## src/rtl/core/assert_macros.svh

```systemverilog
// ----------------------------------------------------------------------------
// Assertion macros
// Shared concurrent assertion wrappers, compiled out with ASSERT_OFF.
// ----------------------------------------------------------------------------
`ifndef ASSERT_MACROS_SVH
`define ASSERT_MACROS_SVH
`ifndef ASSERT_OFF
// Property checked on every clock edge out of reset
`define ASSERT_CLK(lbl, clk, rst_n, prop) \
    lbl: assert property (@(posedge clk) disable iff (!rst_n) (prop)) \
        else $error("assertion failed");
// Implication form
`define ASSERT_IMPL(lbl, clk, rst_n, ante, cons) \
    lbl: assert property (@(posedge clk) disable iff (!rst_n) (ante) |=> (cons)) \
        else $error("assertion failed");
`else
`define ASSERT_CLK(lbl, clk, rst_n, prop)
`define ASSERT_IMPL(lbl, clk, rst_n, ante, cons)
`endif
`endif

```

## src/rtl/core/pmst_ram.sv

```systemverilog
// ----------------------------------------------------------------------------
// pmst_ram
// Generic simple dual-port RAM: one write port, one read port, registered read.
// ----------------------------------------------------------------------------
module pmst_ram #(
    parameter int WIDTH = 16,
    parameter int DEPTH = 32,
    parameter int AW    = $clog2(DEPTH)
) (
    input  logic             clk,
    input  logic             we,
    input  logic [AW-1:0]    waddr,
    input  logic [WIDTH-1:0] wdata,
    input  logic [AW-1:0]    raddr,
    output logic [WIDTH-1:0] rdata
);

    logic [WIDTH-1:0] mem [DEPTH];
    logic [WIDTH-1:0] rdata_reg;

    // Write port
    always_ff @(posedge clk)
    begin
        if (we)
        begin
            mem[waddr] <= wdata;
        end
    end

    // Registered read port
    always_ff @(posedge clk)
    begin
        rdata_reg <= mem[raddr];
    end

    assign rdata = rdata_reg;

endmodule

```

## config.mk

```make
export PLATFORM = sky130hd
export DESIGN_NAME = pmst_ram
export DESIGN_NICKNAME = d
export VERILOG_FILES = /design/src/rtl/core/assert_macros.svh /design/src/rtl/core/pmst_ram.sv
export SDC_FILE = /design/constraint.sdc
export NUM_CORES = 1
export LEC_CHECK = 0
export ABC_AREA = 1
export BUFFER_PORTS_ARGS = -buffer_cell sky130_fd_sc_hd__buf_2
export CELL_PAD_IN_SITES_DETAIL_PLACEMENT = 0
export CELL_PAD_IN_SITES_GLOBAL_PLACEMENT = 1
export CORE_UTILIZATION = 50
export CTS_CLUSTER_DIAMETER = 120
export CTS_CLUSTER_SIZE = 12
export DETAILED_ROUTE_END_ITERATION = 7
export PLACE_DENSITY_LB_ADDON = 0.1
export SYNTH_ARGS = -nofsm -noshare
export SYNTH_HDL_FRONTEND = slang
export SYNTH_SLANG_ARGS = --single-unit
```

## constraint.sdc

```tcl
create_clock -name clk -period 3 [get_ports clk]
set_input_delay 0.15 -clock clk [delete_from_list [all_inputs] [get_ports clk]]
set_output_delay 0.15 -clock clk [all_outputs]
set_load 0.03 [all_outputs]
```

; Word level (Yosys, flattened, before mapping)
; Memories as Yosys holds them, arrays and structs flattened. A register that Yosys moved wholly into a read port is not among the register bits.
; Cells that the tools add are included.
[classes]
mux = 2
[ops]
columns = operator, count
row1 = 2-to-1 mux 1 bit, 2
[totals]
register_bits = 0
ramBits = 512
in_bits = 28
out_inout_bits = 16
elab_cells = 3
mem_count = 1
[mem_list]
columns = memory, depth, width, rd, rd_ports_with_merged_regs, wr, line
row1 = mem, 32, 16, 1, 1, 1, pmst_ram.sv:18  ; logic [WIDTH-1:0] mem [DEPTH];

; Depth between registers and ports, before layout
; Gate-level depths: netlist of the first run.
[logic_depth]
depth_word = 2
ltp_mapped = 12

; Worst setup path before layout of the first run
; OpenSTA, ideal clock, no wires.
[synth_timing]
path_type = input -> register
startpoint = in waddr[0]
endpoint = mem mem[0][0] (enable)
arrival_ns = 1.144
required_time_ns = 2.612
path_slack_ns = 1.467
stages = 3
path_buffers = 0
path_cell_list = inv_1 nand3_1 nor2_1
[synth_rtl]
columns = item, line
row1 = "start, declared", pmst_ram.sv:12  ; input logic [AW-1:0] waddr,
row2 = "end, declared", pmst_ram.sv:18
; Straight into the memory's write port.

==> results of run 1 <==
per-stage QoR:
| stage | power, mW | util [%] |
|---|---|---|
| after CTS | 15.0 | 55.8 |
| after global placement | 9.42 | 52.5 |
| after detailed placement | 9.43 | 52.5 |
| final | 14.9 | 55.8 |
| after floorplan | 9.00 | - |
| after global routing | 15.4 | 55.8 |
report_power, final:
group          switching [mW]  internal (mW)
registers              0.0406           8.20
logic                   0.777          0.251
clock network            2.54           3.08
total                    3.36           11.5
final cells by class:
cell class,instances,area [um2]
Clock buffer,72,1360
Clock inverter,1,8.76
Fill cell,3528,18600
Inverter,10,47.5
Multi-Input combinational cell,1148,4840
Sequential cell,528,15700
Tap cell,539,674
Timing Repair Buffer,96,764
worst max path at each step:
stage / to / from / cells after the start / slack (ns)
after global placement: mem[1][1] / waddr[1] / 4 / 0.96
after detailed placement: mem[1][0] / waddr[1] / 4 / 0.93
after floorplan: mem[0][0] / waddr[0] / 3 / 1.47
after global routing: rdata[13] / raddr[4] / 5 / 1.41
final: rdata[13] / raddr[4] / 5 / 1.46
after CTS: rdata[13] / raddr[4] / 5 / 1.53
cells by family after synthesis:
family	count (synthesis)	share of synthesized area, %
buffers and inverters	118	3.77
DFF	528	73.7
and+or+nand+nor	1148	22.6
per-layer routing:
metal / wire [um] / share of wire, %
met5: 0 / 0
met4: 1420 / 2.6
met3: 3370 / 6.1
met2: 25100 / 45
met1: 25600 / 46
synth_stat cells:
master / n
buf_1: 2
buf_2: 33
buf_8: 1
inv_1: 8
nor2_1: 32
nand2_1: 720
nand3_1: 396
buf_12: 1
buf_6: 24
edfxtp_1: 512
inv_6: 1
clkbuf_1: 19
inv_2: 1
buf_4: 28
dfxtp_1: 16
timing repair:
| action | in CTS | in global routing |
|---|---|---|
| resized for setup | 0 | 0 |
| endpoints found under the setup margin | 0 | 0 |
| hold buffers | 1 | 0 |
| endpoints found under the hold margin | 1 | 0 |
placed cells by master, fill, tap and decap left out, types with 16 or more instances in the layout:
| cell type | synthesis | routed |
|---|---|---|
| nand2_1 | 720 | 720 |
| clkbuf_1 | 19 | 21 |
| nand3_1 | 396 | 396 |
| nor2_1 | 32 | 16 |
| clkbuf_16 | 0 | 51 |
| nor2_2 | 0 | 16 |
| edfxtp_1 | 512 | 512 |
| buf_2 | 33 | 41 |
| buf_4 | 28 | 42 |
| dfxtp_1 | 16 | 16 |
worst max-delay path: stages:
cell and delay [ns]:
dlygate4sd3_1 0.52, buf_2 0.41, inv_1 0.49, nand2_1 0.31
nand2_1 0.10
==> summary.md, run 1 <==
| Metric | Value |
|---|---|
| Worst-Margin Slew | 1.09 ns |
| IO buf count | 43 |
| P&R area growth vs syn | 9.80% |
| Reg-to-reg endpoint | rdata[9] |
| Total CTS buffers | 49 |
| FF-to-FF Start | mem[25][9] |
| Via density | 5.58 |
| Worst EP arrival | 2.00 ns |
| Max_cap viols | 0 |
| R2R setup slack | 1.75 ns |
| Final estimated routing congestion in global placement | 0.797 |
| Pre-CTS setup slack | 0.930 ns |
| GRT Util Overall | 26.2% |
| GR Util met3 | 3.97% |
| Vias in the first global route | 12,739 |
| CTS tree | done |
| Initial antenna violation count | 0 |
| Io pins | 44 |
| M1 GR Usage | 39.1% |
| Placed inst area | 0.0220 mm2 |
| # diodes | 0 |
| Rel. slew slack | 27.3% |
| First-pass GRT wire length | 83,000 um |
| Proportion of layout cells with a drive suffix above 1 | 8.95% |
| Slew Viols, Final | 0 |
| Clock sink count | 528 |
| Post-CTS Repair Setup Buffers | 0 |
| Maximum VDD drop | 587 uV |
| Row cnt | 75 |
| Number of flip-flops in the largest register | 512 |
| Largest cells by area after synthesis | edfxtp_1 (72%), nand2_1 (13%), nand3_1 (9.3%) |
| Grt ovf | 0 |
| F_max | 0.650 GHz |
| Tcrit/Tclk final | 51.3% |
| DPL Wire Length | 29,700 um |
| Clock skew | 0.0211 ns |
| Worst-Skew Late Latency | 0.59 ns |
| Crit Path Class | input pin to flip-flop |
| Post-detailed-route wirelength per cell | 23.2 um |
| Post-Layout Inst Area | 0.0234 mm2 |
| PwrDens | 637 mW/mm2 |
| Worst hold path type | input pin to flip-flop |
| Die width | 208 um |
| Placed cells | 2,320 |
| Met2 Track Usage GR | 39.6% |
| Tmin final | 1.54 ns |
| Cell area after synthesis | 0.0213 mm2 |
| R2R depth | 8 |
| Setup tns final | 0 ns |
| Required time of the critical path | 3.46 ns |
| Post-layout worst setup margin | 1.46 ns |
| Status | complete, no violations |
| HP Start | waddr[2] |
| Post-Syn Nets | 1,822 |
| Syn Inst Count | 1,794 |
| Sequential area share after synthesis | 73.7% |
| Hold path depth | 3 |
| Worst-path fanout max | 17 |
| FF+latch count, synth | 528 |
| DRT iter0 DRCs | 1,262 |
| Dominant cell type by area after synthesis | edfxtp_1 |
| RSZ-0062 raised after global routing | no |
| Clock transition at path regs | 0.06 ns |
| Fin nets | 1,861 |
| Core area | 0.0419 mm2 |
| Router iterations before antenna repair | 5 |
| CTS Buffer Depth | 3 |
| Busiest grt layer | met2 |
| P_leak | 8.61 nW |
| Largest net degree at the start of global routing | 135 |
| Die ar. | 0.0434 mm2 |
| Non-filler instance count after layout | 2,394 |
| Die Height | 208 um |
| Final wirelength | 55,500 um |
| Residual DRC count | 0 |
| CTS Root Cell | clkbuf_16 |
| Setup-failing EPs final | 0 |
| Vias | 13,363 |
| Worst Hold Slack | 0.138 ns |
| Syn avg cell area | 11.9 um2 |
| Startpoint types | input pin |
| Final hold violation count | 0 |
| Clock H-tree levels | 2 |
| Worst Setup End Kind | flip-flop |
| Synth unique cells | 15 |
| DRT antenna net count | 0 |
| Synth warn | 0 |
| Initial core utilization | 50.8% |
| Area share of the largest cell type after synthesis | 72.2% |
| Hold endpoint | mem[14][15] |
Note: power is estimated with default switching activity, not from simulation.
==> run 2, diff against run 1 <==
--- a/config.mk
+++ b/config.mk
@@ -5,7 +5,7 @@
 export SDC_FILE = /design/constraint.sdc
 export NUM_CORES = 1
 export LEC_CHECK = 0
-export ABC_AREA = 1
+export ABC_AREA = 0
 export BUFFER_PORTS_ARGS = -buffer_cell sky130_fd_sc_hd__buf_2
 export CELL_PAD_IN_SITES_DETAIL_PLACEMENT = 0
 export CELL_PAD_IN_SITES_GLOBAL_PLACEMENT = 1
==> constraint.sdc (replaced) <==
create_clock -name clk -period 1.53 [get_ports clk]
set_input_delay 0.0765 -clock clk [delete_from_list [all_inputs] [get_ports clk]]
set_output_delay 0.0765 -clock clk [all_outputs]
set_load 0.03 [all_outputs]
==> run 2 against run 1 <==
Clock-buffer cell count decreased by 1. Non-clock buffer count increased by 83. Clock power rose by 92%. Final cell count decreased by 23%. Via count shrank 20%. Largest cell class unchanged. Synthesized cell count down 36%. Routed wire length is 15% lower. Sequential share of layout area decreased by 1.8 points. Clock skew fell by 0.014 ns. Largest power group unchanged. Total power increased by 94%.
==> summary.md, run 2 <==
| Metric | Value |
|---|---|
| Commonest non-fill, non-tap cells in the layout | edfxtp_1 (512), mux2i_1 (254), buf_4 (76) |
| Logic pwr share | 6.7% (-0.2 points) |
| Clock H-tree levels | 2 (unchanged) |
| Grt ovf | 0 (unchanged) |
| Placed cells | 1,775 (-23%) |
| Pint | 22.7 mW (+97%) |
| Worst Setup End Kind | flip-flop |
| Crit Path Class | flip-flop to flip-flop |
| Number of flip-flops in the largest register | 512 (unchanged) |
| Initial core utilization | 51.2% (+0.43 points) |
| Slew Viols, Final | 0 (unchanged) |
| Worst hold path type | input pin to flip-flop |
| FF+latch count, synth | 528 (unchanged) |
| Syn Inst Count | 1,143 (-36%) |
| P_leak | 8.48 nW (-1.4%) |
| Vias | 10,731 (-20%) |
| Startpoint types | flip-flop |
| Required time of the critical path | 1.99 ns (-1.47 ns) |
| Tmin final | 1.47 ns |
| Final wirelength | 47,100 um (-15%) |
| Largest net degree at the start of global routing | 33 (-76%) |
| Max_cap viols | 0 (unchanged) |
| Worst EP arrival | 1.94 ns (-0.06 ns) |
| Non-filler instance count after layout | 1,853 (-23%) |
| Sequential share of power | 56.0% (+0.7 points) |
| Clock skew | 0.00741 ns (-0.0137 ns) |
| F_max | 0.678 GHz |
| Synth Flop Type | edfxtp_1 |
| Sw power | 6.17 mW (+84%) |
| Post-layout worst setup margin | 0.0554 ns (-1.41 ns) |
| Fill count | 2,951 (-16%) |
| Io pins | 44 (unchanged) |
| Synth warn | 0 (unchanged) |
| CTS Root Cell | clkbuf_16 |
| CTS tree | done |
| Pre-CTS setup slack | -0.218 ns (-1.15 ns) |
| First-pass GRT wire length | 69,700 um (-16%) |
| Clk pwr share | 37.3% (-0.5 points) |
| Worst-path fanout max | 1 (-16) |
| Row cnt | 73 (-2.7%) |
| IO buf count | 43 (unchanged) |
| Sequential area share after synthesis | 76.4% (+2.7 points) |
| P&R area growth vs syn | 17.0% |
| Clock transition at path regs | 0.06 ns (about the same) |
| PwrDens | 1200 mW/mm2 (+89%) |
| Dominant cell type by area after synthesis | edfxtp_1 |
| Rel. slew slack | 54.5% (+27 points) |
| Area share of the largest cell type after synthesis | 74.9% (+2.7 points) |
| Total CTS buffers | 49 (unchanged) |
| Syn avg cell area | 18.0 um2 (+51%) |
| Core area | 0.0401 mm2 (-4.4%) |
| Worst-Margin Slew | 0.683 ns (-0.406 ns) |
| Synth unique cells | 26 (+11) |
| Fin nets | 1,334 (-28%) |
| Cell with the most instances after synthesis | edfxtp_1 |
| Final estimated routing congestion in global placement | 0.786 (-1.4%) |
| CTS Buffer Depth | 3 (unchanged) |
| Via density | 5.79 (+3.7%) |
| Ys async rst share | 0% (unchanged) |
| Vias in the first global route | 10,787 (-15%) |
| Cell area after synthesis | 0.0205 mm2 (-3.6%) |
| Maximum VDD drop | 1000 uV (+70%) |
| DRT antenna net count | 0 (unchanged) |
| Router iterations before antenna repair | 4 (-1) |
| Power Total | 28.8 mW (+94%) |
| DPL Wire Length | 28,700 um (-3.5%) |
| Proportion of layout cells with a drive suffix above 1 | 19.0% (+10 points) |
| Die Height | 205 um (-1.8%) |
| Tcrit/Tclk final | 96.4% |
| Clock sink count | 528 (unchanged) |
| # diodes | 0 (unchanged) |
| Post-Syn Nets | 1,171 (-36%) |
| Sw Ratio | 21.4% (-1.2 points) |
| Residual DRC count | 0 (unchanged) |
| Setup-failing EPs final | 0 (unchanged) |
| Worst-Skew Late Latency | 0.57 ns (-0.02 ns) |
| Status | complete, no violations |
| Initial antenna violation count | 0 (unchanged) |
| FF/Latch Area | 0.0157 mm2 (unchanged) |
| Post-CTS Repair Setup Buffers | 0 (unchanged) |
| Largest cells by area after synthesis | edfxtp_1 (75%), mux2i_1 (12%), a22oi_1 (2.3%) |
| GRT Util Overall | 23.2% (-2.9 points) |
| Top post-synthesis cells by count | edfxtp_1 (512), mux2i_1 (256), a22oi_1 (64), nand3_1 (34) |
| Final hold violation count | 0 (unchanged) |
| Worst Hold Slack | 0.0220 ns (-0.116 ns) |
| DRT iter0 DRCs | 856 (-32%) |
| Multi-input gate area | 0.00439 mm2 (-9.3%) |
| Post-detailed-route wirelength per cell | 25.4 um (+9.6%) |
| Post-synth EDFFs | 512 (unchanged) |
| Commonest non-fill, non-tap cell in the layout | edfxtp_1 |
| Die ar. | 0.0419 mm2 (-3.6%) |
| Die width | 205 um (-1.8%) |
## run 2: final timing paths
kind | startpoint | end | slack, ns | depth (start not counted)
worst min-delay path | wdata[14] | mem[9][14] | 0.02 | 1
worst min register to register | mem[17][1] | rdata[1] | 0.62 | 4
worst max register to register | mem[7][12] | rdata[12] | 0.06 | 7
worst max-delay path | mem[7][12] | rdata[12] | 0.06 | 7
## run 2: final cells by class
cell class / count / area share [%]
clock buffer: 71 / 5.45
tap: 525 / 2.73
clock inverter: 2 / 0.0729
timing repair buffer: 179 / 8.11
multi-input combinational: 548 / 18.3
sequential: 528 / 65.3
## run 2: per-layer routing
layer / vias up / track usage (%) / share of wire (%)
met5: - / 0 / 0
met4: 0 / 6.24 / 1.9
met3: 62 / 3.64 / 4.2
met2: 238 / 36.2 / 47
met1: 5565 / 34.0 / 47
li1: 4866 / - / -
## run 2: worst max-delay path: stages, from the launching register on
cell,delay [ns]
edfxtp_1,0.40
mux2i_2,0.20
a22o_1,0.17
nor3_1,0.04
buf_4,0.14
a31oi_2,0.20
buf_4,0.15
nand3_1,0.05
## run 2: kinds of logic (layout without fill, tap and decap cells)
logic type             Yosys count  in the layout  share of synthesized area (%)
AO/OA/AOI/OAI                  144            144                           4.97
buffers and inverters           67            252                           2.63
flip-flops                     528            528                           76.4
multiplexers                   256            256                           12.5
AND/OR/NAND/NOR                148            148                           3.49
## run 2: what timing repair did
| item | in CTS | in global routing |
|---|---|---|
| gates resized for setup | 3 | 4 |
| hold buffers | 5 | 0 |
| pin swaps | 0 | 1 |
| endpoints found under the hold margin | 82 | 0 |
| endpoints found under the setup margin | 3 | 4 |
## run 2: stage by stage
| stage | setup TNS [ns] | cell area (um2) | util (%) |
|---|---|---|---|
| after floorplan | -36.40 | 20600 | - |
| after global placement | -3.15 | 22600 | 56.4 |
| after detailed placement | -3.01 | 22600 | 56.4 |
| after CTS | 0 | 24000 | 59.9 |
| after global routing | -0.000460 | 24000 | 59.9 |
| final | 0 | 24000 | 59.9 |
## run 2: power by group through the flow
stage / combinational (mW) / clock [mW] / sequential (mW)
finish: 1.93 / 10.8 / 16.2
global route: 2.07 / 11.5 / 16.2
CTS: 1.95 / 11.0 / 16.2
detailed placement: 1.93 / 0 / 16.5
global placement: 1.91 / 0 / 16.5
floorplan: 0.908 / 0 / 16.5
